File: src/rtl/assert_macros.svh
// ----------------------------------------------------------------------------
// assert_macros.svh
// shared concurrent assertion macros for the halton radical inverse block
// ----------------------------------------------------------------------------
`ifndef ASSERT_MACROS_SVH
`define ASSERT_MACROS_SVH

// clocked check, switched off while reset is high
`define HRI_ASSERT(lbl, clk, rst, prop, msg) \
   lbl: assert property (@(posedge clk) disable iff (rst) prop) else $error(msg);

// clocked check that also holds across reset
`define HRI_ASSERT_ALWAYS(lbl, clk, prop, msg) \
   lbl: assert property (@(posedge clk) prop) else $error(msg);

`endif

File: src/rtl/hri_pkg.sv
// ----------------------------------------------------------------------------
// hri_pkg
// widths, types and control structures shared by the radical inverse block
// ----------------------------------------------------------------------------
`default_nettype none

package hri_pkg;

   // field widths
   localparam int INDEX_WIDTH    = 32;
   localparam int FRACTION_WIDTH = 32;
   localparam int RADIX_WIDTH    = 8;

   // shared divider datapath spans the wider of index and fraction
   localparam int WORK_WIDTH = (INDEX_WIDTH > FRACTION_WIDTH) ? INDEX_WIDTH : FRACTION_WIDTH;
   localparam int IDX_PAD    = WORK_WIDTH - INDEX_WIDTH;
   localparam int FRAC_PAD   = WORK_WIDTH - FRACTION_WIDTH;
   localparam int STEP_W     = $clog2(WORK_WIDTH + 1);

   // a positive index has at most INDEX_WIDTH-1 digits (base two)
   localparam int DIGIT_DEPTH = INDEX_WIDTH - 1;
   localparam int DIGIT_AW    = $clog2(DIGIT_DEPTH);
   localparam int COUNT_W     = $clog2(DIGIT_DEPTH + 1);

   typedef logic [INDEX_WIDTH-1:0]    index_type;
   typedef logic [FRACTION_WIDTH-1:0] fraction_type;
   typedef logic [RADIX_WIDTH-1:0]    radix_type;
   typedef logic [WORK_WIDTH-1:0]     work_type;
   typedef logic [STEP_W-1:0]         step_type;
   typedef logic [DIGIT_AW-1:0]       digit_addr_type;
   typedef logic [COUNT_W-1:0]        digit_count_type;

   // sequencer to divider
   typedef struct packed {
      logic     start;
      step_type steps;
   } div_ctrl_type;

   // divider to sequencer
   typedef struct packed {
      logic busy;
      logic done;
   } div_stat_type;

endpackage

`default_nettype wire

File: src/rtl/hri_stream_if.sv
// ----------------------------------------------------------------------------
// hri_stream_if
// valid/ready channels for index requests and radical inverse responses
// ----------------------------------------------------------------------------
`default_nettype none

interface hri_req_if import hri_pkg::*; ();
   logic      valid;
   logic      ready;
   index_type sample_index;
   radix_type radix;

   modport source (output valid, output sample_index, output radix, input ready);
   modport sink   (input valid, input sample_index, input radix, output ready);
endinterface

interface hri_rsp_if import hri_pkg::*; ();
   logic         valid;
   logic         ready;
   fraction_type fraction;
   logic         bad_radix;

   modport source (output valid, output fraction, output bad_radix, input ready);
   modport sink   (input valid, input fraction, input bad_radix, output ready);
endinterface

`default_nettype wire

File: src/rtl/hri_ram.sv
// ----------------------------------------------------------------------------
// hri_ram
// generic single write port, single read port ram with registered read
// ----------------------------------------------------------------------------
`default_nettype none

module hri_ram #(
   parameter int WIDTH = 8,
   parameter int DEPTH = 32
) (
   input  wire logic                     clock,
   input  wire logic                     wr_en,
   input  wire logic [$clog2(DEPTH)-1:0] wr_addr,
   input  wire logic [WIDTH-1:0]         wr_data,
   input  wire logic [$clog2(DEPTH)-1:0] rd_addr,
   output logic      [WIDTH-1:0]         rd_data
);

   logic [WIDTH-1:0] mem_ff [DEPTH];
   logic [WIDTH-1:0] rd_data_ff;

   // write port
   always_ff @(posedge clock) begin
      if (wr_en) begin
         mem_ff[wr_addr] <= wr_data;
      end
   end

   // registered read port
   always_ff @(posedge clock) begin
      rd_data_ff <= mem_ff[rd_addr];
   end

   assign rd_data = rd_data_ff;

endmodule

`default_nettype wire

File: src/rtl/hri_div_unit.sv
// ----------------------------------------------------------------------------
// hri_div_unit
// shared restoring divider, one quotient bit per cycle
// ----------------------------------------------------------------------------
`default_nettype none

module hri_div_unit import hri_pkg::*; (
   input  wire logic         clock,
   input  wire logic         reset,
   input  wire div_ctrl_type ctrl,
   input  wire radix_type    divisor,
   input  wire radix_type    rem_init,
   input  wire work_type     dvd_init,
   output div_stat_type      stat,
   output radix_type         remainder,
   output work_type          quotient
);

   logic      busy_ff, busy_in;
   logic      done_ff, done_in;
   step_type  left_ff, left_in;
   radix_type rem_ff, rem_in;
   work_type  dvd_ff, dvd_in;

   logic [RADIX_WIDTH:0] shifted;
   logic [RADIX_WIDTH:0] diff;
   logic                 fits;

   // one shift-subtract step: dividend bits leave at the top, quotient bits enter below
   always_comb begin
      shifted = {rem_ff, dvd_ff[WORK_WIDTH-1]};
      diff    = shifted - {1'b0, divisor};
      fits    = (shifted >= {1'b0, divisor});
   end

   // step control and datapath
   always_comb begin
      busy_in = busy_ff;
      done_in = 1'b0;
      left_in = left_ff;
      rem_in  = rem_ff;
      dvd_in  = dvd_ff;
      if (ctrl.start) begin
         busy_in = 1'b1;
         left_in = ctrl.steps;
         rem_in  = rem_init;
         dvd_in  = dvd_init;
      end else if (busy_ff) begin
         rem_in  = fits ? diff[RADIX_WIDTH-1:0] : shifted[RADIX_WIDTH-1:0];
         dvd_in  = {dvd_ff[WORK_WIDTH-2:0], fits};
         left_in = left_ff - 1'b1;
         if (left_ff == step_type'(1)) begin
            busy_in = 1'b0;
            done_in = 1'b1;
         end
      end
   end

   // control registers
   always_ff @(posedge clock) begin
      if (reset) begin
         busy_ff <= 1'b0;
         done_ff <= 1'b0;
         left_ff <= '0;
      end else begin
         busy_ff <= busy_in;
         done_ff <= done_in;
         left_ff <= left_in;
      end
   end

   // datapath registers
   always_ff @(posedge clock) begin
      rem_ff <= rem_in;
      dvd_ff <= dvd_in;
   end

   assign stat.busy = busy_ff;
   assign stat.done = done_ff;
   assign remainder = rem_ff;
   assign quotient  = dvd_ff;

endmodule

`default_nettype wire

File: src/rtl/halton_radical_inverse.sv
// ----------------------------------------------------------------------------
// halton_radical_inverse
// exact halton radical inverse of an index in a given base, 0.32 fraction out
// ----------------------------------------------------------------------------
//  channel    dir   fields                         handshake
//  req_chan   in    sample_index, radix            valid / ready
//  rsp_chan   out   fraction, bad_radix            valid / ready
//
//  one transaction at a time; req_chan.ready is high only while idle
//  each item runs the one-bit-per-cycle shared divider once per index digit to
//  extract it and once per digit to fold it into the fraction; a zero or negative
//  index or a bad radix skips the divider and goes straight to the result
//  the result is held in an output register until rsp_chan.ready takes it
//  reset is synchronous and returns the sequencer to idle with no result pending
// ----------------------------------------------------------------------------
`default_nettype none

`include "assert_macros.svh"

module halton_radical_inverse import hri_pkg::*; (
   input wire logic  clock,
   input wire logic  reset,
   hri_req_if.sink   req_chan,
   hri_rsp_if.source rsp_chan
);

   typedef enum logic [5:0] {
      ST_IDLE       = 6'b000001,
      ST_EXTRACT    = 6'b000010,
      ST_FETCH      = 6'b000100,
      ST_FOLD_START = 6'b001000,
      ST_FOLD       = 6'b010000,
      ST_DONE       = 6'b100000
   } state_type;

   state_type       state_ff, state_in;
   radix_type       radix_ff, radix_in;
   logic            bad_ff, bad_in;
   fraction_type    acc_ff, acc_in;
   digit_count_type count_ff, count_in;
   logic            rsp_valid_ff, rsp_valid_in;
   fraction_type    fraction_ff, fraction_in;
   logic            bad_out_ff, bad_out_in;

   div_ctrl_type dctrl;
   div_stat_type dstat;
   radix_type    div_rem_init;
   work_type     div_dvd_init;
   radix_type    div_rem;
   work_type     div_quo;
   index_type    quo_index;

   logic           wr_en;
   digit_addr_type wr_addr;
   digit_addr_type rd_addr;
   radix_type      rd_digit;

   logic load_out;

   assign quo_index = div_quo[INDEX_WIDTH-1:0];
   assign wr_addr   = digit_addr_type'(count_ff);
   assign rd_addr   = digit_addr_type'(count_ff - 1'b1);

   // shared divider
   hri_div_unit u_div (
      .clock     (clock),
      .reset     (reset),
      .ctrl      (dctrl),
      .divisor   (radix_ff),
      .rem_init  (div_rem_init),
      .dvd_init  (div_dvd_init),
      .stat      (dstat),
      .remainder (div_rem),
      .quotient  (div_quo)
   );

   // digit stack, least significant digit at the bottom
   hri_ram #(
      .WIDTH (RADIX_WIDTH),
      .DEPTH (DIGIT_DEPTH)
   ) u_digits (
      .clock   (clock),
      .wr_en   (wr_en),
      .wr_addr (wr_addr),
      .wr_data (div_rem),
      .rd_addr (rd_addr),
      .rd_data (rd_digit)
   );

   // sequencer
   always_comb begin
      state_in     = state_ff;
      radix_in     = radix_ff;
      bad_in       = bad_ff;
      acc_in       = acc_ff;
      count_in     = count_ff;
      dctrl.start  = 1'b0;
      dctrl.steps  = step_type'(INDEX_WIDTH);
      div_rem_init = '0;
      div_dvd_init = work_type'(req_chan.sample_index) << IDX_PAD;
      wr_en        = 1'b0;
      load_out     = 1'b0;
      unique case (state_ff)
         ST_IDLE: begin
            if (req_chan.valid) begin
               radix_in = req_chan.radix;
               bad_in   = (req_chan.radix < radix_type'(2));
               acc_in   = '0;
               count_in = '0;
               // bad radix, negative or zero index: answer is zero
               if (bad_in || req_chan.sample_index[INDEX_WIDTH-1] ||
                   (req_chan.sample_index == '0)) begin
                  state_in = ST_DONE;
               end else begin
                  dctrl.start = 1'b1;
                  state_in    = ST_EXTRACT;
               end
            end
         end
         ST_EXTRACT: begin
            div_dvd_init = work_type'(quo_index) << IDX_PAD;
            if (dstat.done) begin
               wr_en    = 1'b1;
               count_in = count_ff + 1'b1;
               if (quo_index == '0) begin
                  state_in = ST_FETCH;
               end else begin
                  dctrl.start = 1'b1;
               end
            end
         end
         ST_FETCH: begin
            state_in = ST_FOLD_START;
         end
         ST_FOLD_START: begin
            // acc <- floor((digit * 2^F + acc) / radix)
            dctrl.start  = 1'b1;
            dctrl.steps  = step_type'(FRACTION_WIDTH);
            div_rem_init = rd_digit;
            div_dvd_init = work_type'(acc_ff) << FRAC_PAD;
            count_in     = count_ff - 1'b1;
            state_in     = ST_FOLD;
         end
         ST_FOLD: begin
            if (dstat.done) begin
               acc_in   = div_quo[FRACTION_WIDTH-1:0];
               state_in = (count_ff == '0) ? ST_DONE : ST_FETCH;
            end
         end
         ST_DONE: begin
            if (!rsp_valid_ff || rsp_chan.ready) begin
               load_out = 1'b1;
               state_in = ST_IDLE;
            end
         end
         default: begin
            state_in = ST_IDLE;
         end
      endcase
   end

   // output register
   always_comb begin
      rsp_valid_in = (rsp_valid_ff && !rsp_chan.ready) || load_out;
      fraction_in  = load_out ? acc_ff : fraction_ff;
      bad_out_in   = load_out ? bad_ff : bad_out_ff;
   end

   // control registers
   always_ff @(posedge clock) begin
      if (reset) begin
         state_ff     <= ST_IDLE;
         count_ff     <= '0;
         rsp_valid_ff <= 1'b0;
      end else begin
         state_ff     <= state_in;
         count_ff     <= count_in;
         rsp_valid_ff <= rsp_valid_in;
      end
   end

   // payload registers
   always_ff @(posedge clock) begin
      radix_ff    <= radix_in;
      bad_ff      <= bad_in;
      acc_ff      <= acc_in;
      fraction_ff <= fraction_in;
      bad_out_ff  <= bad_out_in;
   end

   assign req_chan.ready     = (state_ff == ST_IDLE);
   assign rsp_chan.valid     = rsp_valid_ff;
   assign rsp_chan.fraction  = fraction_ff;
   assign rsp_chan.bad_radix = bad_out_ff;

   // checks
   `HRI_ASSERT_ALWAYS(a_reset_idle, clock, reset |=> (state_ff == ST_IDLE), "not idle after reset")
   `HRI_ASSERT(a_ready_div_idle, clock, reset, req_chan.ready |-> !dstat.busy, "ready while dividing")
   `HRI_ASSERT(a_done_after_busy, clock, reset, dstat.done |-> $past(dstat.busy), "divider done without run")
   `HRI_ASSERT(a_count_range, clock, reset, count_ff <= digit_count_type'(DIGIT_DEPTH), "digit stack overflow")
   `HRI_ASSERT(a_bad_zero, clock, reset, (rsp_chan.valid && rsp_chan.bad_radix) |-> (rsp_chan.fraction == '0), "bad radix with nonzero fraction")

endmodule

`default_nettype wire
File: src/flat_wrapper.sv
// flat-port wrapper written by rule: the top's interface ports become plain ports
module halton_radical_inverse_flat import hri_pkg::*;
  (clock, reset, req_chan_valid, req_chan_sample_index, req_chan_radix, req_chan_ready, rsp_chan_valid, rsp_chan_fraction, rsp_chan_bad_radix, rsp_chan_ready);
  hri_req_if req_chan_i ();
  hri_rsp_if rsp_chan_i ();
  input wire logic clock;
  input wire logic reset;
  input wire logic [$bits(req_chan_i.valid)-1:0] req_chan_valid;
  input wire logic [$bits(req_chan_i.sample_index)-1:0] req_chan_sample_index;
  input wire logic [$bits(req_chan_i.radix)-1:0] req_chan_radix;
  output wire logic [$bits(req_chan_i.ready)-1:0] req_chan_ready;
  output wire logic [$bits(rsp_chan_i.valid)-1:0] rsp_chan_valid;
  output wire logic [$bits(rsp_chan_i.fraction)-1:0] rsp_chan_fraction;
  output wire logic [$bits(rsp_chan_i.bad_radix)-1:0] rsp_chan_bad_radix;
  input wire logic [$bits(rsp_chan_i.ready)-1:0] rsp_chan_ready;
  assign req_chan_i.valid = req_chan_valid;
  assign req_chan_i.sample_index = req_chan_sample_index;
  assign req_chan_i.radix = req_chan_radix;
  assign req_chan_ready = req_chan_i.ready;
  assign rsp_chan_valid = rsp_chan_i.valid;
  assign rsp_chan_fraction = rsp_chan_i.fraction;
  assign rsp_chan_bad_radix = rsp_chan_i.bad_radix;
  assign rsp_chan_i.ready = rsp_chan_ready;
  halton_radical_inverse u_core (.clock(clock), .reset(reset), .req_chan(req_chan_i), .rsp_chan(rsp_chan_i));
endmodule
File: config.mk
export PLATFORM = sky130hd
export DESIGN_NAME = halton_radical_inverse_flat
export DESIGN_NICKNAME = d
export VERILOG_FILES = /design/src/rtl/hri_pkg.sv /design/src/rtl/hri_stream_if.sv /design/src/rtl/hri_ram.sv /design/src/rtl/hri_div_unit.sv /design/src/rtl/halton_radical_inverse.sv /design/src/flat_wrapper.sv
export VERILOG_INCLUDE_DIRS = /design/src /design/src/rtl
export SDC_FILE = /design/constraint.sdc
export NUM_CORES = 1
export LEC_CHECK = 0
export ABC_AREA = 1
export BUFFER_PORTS_ARGS = -buffer_cell sky130_fd_sc_hd__buf_2
export CAP_MARGIN = 20
export CORE_AREA = 8 8 149 256
export DETAILED_ROUTE_END_ITERATION = 6
export DIE_AREA = 0 0 157 264
export PLACE_DENSITY = 0.67
export SYNTH_ARGS = -nofsm -noshare
export SYNTH_HDL_FRONTEND = slang
export SYNTH_HIERARCHICAL = 1
export SYNTH_SLANG_ARGS = --single-unit
File: constraint.sdc
create_clock -name clock -period 3.1 [get_ports clock]
set_input_delay 0.62 -clock clock [delete_from_list [all_inputs] [get_ports clock]]
set_output_delay 0.62 -clock clock [all_outputs]
set_load 0.02 [all_outputs]
Word level (Yosys, flattened, before mapping)

Memory sizes are Yosys's and may differ from the RTL's. A register that Yosys moved wholly into a read port is not among the register bits.
Index checks and enable logic that the tools add are counted.

Output and inout port bits: 35
Memories kept: 1
Flip-flop bits (word level): 134
Bits in writable memories: 248

Memories:

| name                   | words | bits a word | read ports | clocked after Yosys merged registers in | write ports | RTL line      | RTL |
|---|---|---|---|---|---|---|---|
| u_core.u_digits.mem_ff | 31    | 8           | 1          | 1                                       | 1           | hri_ram.sv:19 | `logic [WIDTH-1:0] mem_ff [DEPTH];` |

Bitwise operators: 1
Reductions and logical operators: 20
Order comparisons: 2
Add/sub/neg operators: 4
Mux-type cells: 38
Equal/unequal tests: 13

Operators with widths:

| kind                  | count |
|---|---|
| $mux W32              | 4 |
| $pmux W32 S2          | 2 |
| $logic_not A32 Y1     | 2 |
| $mux W6               | 9 |
| $pmux W6 S6           | 1 |
| $mux W8               | 4 |
| $pmux W5 S3           | 1 |
| $mux W1               | 14 |
| $eq A6 B1 Y1 const B  | 2 |
| $mux W5               | 2 |
| $ge A9 B8 Y1          | 1 |
| $lt A8 B2 Y1 const B  | 1 |
| $ne A2 B2 Y1 const B  | 4 |
| $sub A8 B8 Y8         | 1 |
| $eq A6 B2 Y1 const B  | 1 |
| $eq A6 B3 Y1 const B  | 1 |
| $eq A6 B4 Y1 const B  | 1 |
| $eq A6 B5 Y1 const B  | 1 |
| $eq A6 B6 Y1 const B  | 1 |
| $reduce_and A3 Y1     | 2 |
| $sub A6 B1 Y6 const B | 1 |
| $add A5 B1 Y5 const B | 1 |
| $logic_not A5 Y1      | 1 |
| $reduce_and A5 Y1     | 1 |
| 12 further kinds      | 19 |

Longest topological paths before layout

Depth after elaboration: 8
Gate-level depth with buffers: 15
Mapped depth without buffers: 13

Hierarchy

The synthesis kept the hierarchy.

By module, submodules not included:

| module                 | times used | cells an instance | area each (um^2) |
|---|---|---|---|
| hri_ram                | 1          | 883               | 10281.1 |
| halton_radical_inverse | 1          | 446               | 4126.5 |
| hri_div_unit           | 1          | 334               | 2728.9 |

Least setup slack after synthesis

Ideal clock, no wire load.

Path type: reg-to-reg
Start point: register u_core.state_ff[0]
End point: register u_core.acc_ff[0] (enable)
Cell stages (with the launch flop): 4
Buffers on the path: 0
Setup slack: 0.346 ns
Data arrival time: 2.321 ns
Clock period less this slack: 2.754 ns
Setup time: 0.433 ns
Path through: dfxtp_1 -> nor2_2 -> nand3_1 -> o22ai_1

Word-level cells in the longest chain between the ends: 3

Ends and longest elaborated chain:

| item                                                                       | RTL line                      | RTL |
|---|---|---|
| start, declared                                                            | halton_radical_inverse.sv:36  | `state_type state_ff, state_in;` |
| start signal, assigned                                                     | halton_radical_inverse.sv:176 | `state_ff <= state_in;` |
| $eq A6 B5 Y1 / $eq A6 B1 Y1 (equally long branches)                        | halton_radical_inverse.sv:103 | `unique case (state_ff)` |
| $ne A2 B2 Y1 (no source line) / $reduce_bool A2 Y1 (equally long branches) | n/a                           |  |
| $reduce_and A3 Y1 (no source line) *                                       | n/a                           |  |
| end signal, assigned                                                       | halton_radical_inverse.sv:186 | `acc_ff <= acc_in;` |
| end, declared                                                              | halton_radical_inverse.sv:39  | `fraction_type acc_ff, acc_in;` |

Mark *: on every way between the ends. The rest lies on a longest branch, timed or not.
A chain may end at the register's enable or synchronous reset.

Final worst setup path

Start point: register u_core.state_ff[1]
End point: memory u_core.u_digits.mem_ff[28][6] (enable)

Word-level cells in the longest chain between the ends: 4

Ends and longest elaborated chain:

| item                          | RTL line                      | RTL |
|---|---|---|
| $eq A6 B2 Y1                  | halton_radical_inverse.sv:103 |  |
| $mux W1                       | halton_radical_inverse.sv:103 |  |
| net u_core.wr_en              | halton_radical_inverse.sv:53  | `logic wr_en;` |
| $mux W1                       | hri_ram.sv:24                 | `if (wr_en) begin` |
| $mux W1 (not written as such) | hri_ram.sv:25                 | `mem_ff[wr_addr] <= wr_data;` |
| end, declared                 | hri_ram.sv:19                 |  |

The timed path passes the listed nets, and every way through them passes these cells.

==> metrics <==
status completed; TritonCTS Buffers 34; PortBufs 78; RSZ-0062 raised after global routing false; GRT Util Overall 21.3%; clock sinks 390; critical path class flip-flop to flip-flop; Starting Density 49.3%; Core Region 34700 um^2; Slew @ Worst Pin just under 0.8 ns; clk_lat worst skew 0.53 ns; die height 264 um; CP max-delay cell nor2_1; initial antenna violation count 0; crit path launch type flip-flop; Root Driver clkbuf_16; multi-input logic area between 4000 and 5000 um^2; Die X between 150 and 200 um; Storage cell area approximately 11000 um^2; Routed wire per std cell 19.5 um; post-cts resize count 0; leakage power 7.64 nW; Worst-path clk slew ~0.070 ns; Vias around 12000; Synth Warn # 6; mean post-synth cell area 10.3 um^2; total grt overflow 0; GP Congestion around 0.88; most frequent cells in the layout 562 x nand2_1, 362 x edfxtp_1, 239 x nand3_1; CP required 3.25 ns; Setup-failing EPs final 0; # DRC 0; first-pass GRT wire length 67.8 mm; row count 91; # diodes 0; io pins about 80; most frequent CP cell nor2_1; Min Hold Slack 0.290 ns; Setup Total Neg Slack 0 ns; cts hold-fix bufs 0; commonest non-fill, non-tap cell in the layout nand2_1; Detailed Place HPWL 28.9 mm; final slew viol count 0; fin crit period approximately 2.7 ns; Max-cap violations 0; Hold Crit Class primary input to flip-flop; CTS tree yes; period utilisation layout 86.1%; CTS Buffer Depth 3; Routed Antenna Nets 0; worst-path cell chain inv_2, nor2_1, nand3_2, nor2_1, nand3_1, nor2_1; Data arrival, critical path 2.82 ns; endpoints failing hold 0; vias per cell 5.39; Total Wirelength 43.8 mm; crit-path max cell delay 0.76 ns; synthesized cell area 17100 um^2; crit end category flip-flop; pin count of the biggest net entering global routing 125; H-tree lvl count 2; Die Area 41400 um^2; Syn Inst Count 1662; layout cells sized above 1 12.2%; drt pass-1 iters 5; FMAX 375 MHz; crit-path max FO 8; synth-to-layout area growth 13.5%; fill count 2966; vias in the first global route around 12000; Slew HR 48.3%; Peak supply drop 0.446 mV; Pwr Density 704 nW/um^2; DR iter-0 viols 914; setup repair bufs after CTS 0; layout net count 1816; skew final 0.0218 ns
## routing by layer
metal | global-route usage [%] | share of wire [%] | wire length (um)
met3 | 2.52 | 4.0 | 1760
met5 | 0 | 0 | 0
met4 | 12.4 | 5.7 | 2510
met2 | 40.0 | 55 | 23900
met1 | 22.1 | 36 | 15600
## cell type report
cell class | count | share of cell area (%)
Sequential cell | 390 | 58.8
Multi-Input combinational cell | 1085 | 25.4
Clock buffer | 46 | 5.09
Timing Repair Buffer | 131 | 4.54
Tap cell | 465 | 2.99
Inverter | 117 | 2.29
Clock inverter | 16 | 0.907
## metrics by stage
| stage | util [%] | std cells | total power, mW | area (um^2) | worst slack (ns) |
|---|---|---|---|---|---|
| 6_report | 56.0 | 2250 | 13.7 | 19400 | 0.431 |
| 5_1_grt | 56.0 | 2250 | 14.2 | 19400 | 0.355 |
| 4_1_cts | 56.0 | 2250 | 13.8 | 19400 | 0.529 |
| 3_5_place_dp | 52.6 | 2188 | 9.32 | 18300 | 0.444 |
| 3_3_place_gp | 52.5 | 2187 | 9.28 | 18200 | 0.472 |
| 2_1_floorplan | - | 1666 | 8.25 | 17100 | 0.346 |
## state kept, by name, indices dropped and copies added, names as in the netlist
name	count
u_core/rsp_chan.bad_radix	1
u_core/u_digits/mem_ff	248
u_core/rsp_chan.fraction	32
u_core/u_div/done_ff	1
u_core/acc_ff	32
u_core/u_div/busy_ff	1
u_core/count_ff	5
u_core/u_div/quotient	32
u_core/state_ff	6
u_core/u_div/left_ff	6
u_core/bad_ff	1
u_core/u_div/remainder	8
u_core/radix_ff	8
u_core/rsp_chan.valid	1
u_core/u_digits/rd_data	8
## final timing paths
kind                       from                             to  slack, ns  cells after the start
max          u_core/state_ff[1]  u_core/u_digits/mem_ff[28][6]       0.43                      6
min           req_chan_radix[7]             u_core/radix_ff[7]       0.29                      1
max reg2reg  u_core/state_ff[1]  u_core/u_digits/mem_ff[28][6]       0.43                      6
min reg2reg       u_core/bad_ff      u_core/rsp_chan.bad_radix       0.42                      0
## report_power, final
group / switching [mW] / internal, mW / leakage, nW / total (mW)
Combinational: 1.96 / 0.790 / 3.53 / 2.75
Clock: 1.87 / 2.58 / 0.566 / 4.45
Sequential: 0.201 / 6.27 / 3.54 / 6.47
Total: 4.04 / 9.64 / 7.64 / 13.7
## worst max-delay path: cells and delay by family, from the launching register on
| kind | cells | cell delay (ns) |
|---|---|---|
| buffers and inverters | 1 | 0.05 |
| flip-flops | 1 | 0.40 |
| AND/OR/NAND/NOR | 5 | 1.83 |
Note: power is estimated with default switching activity, not from simulation.
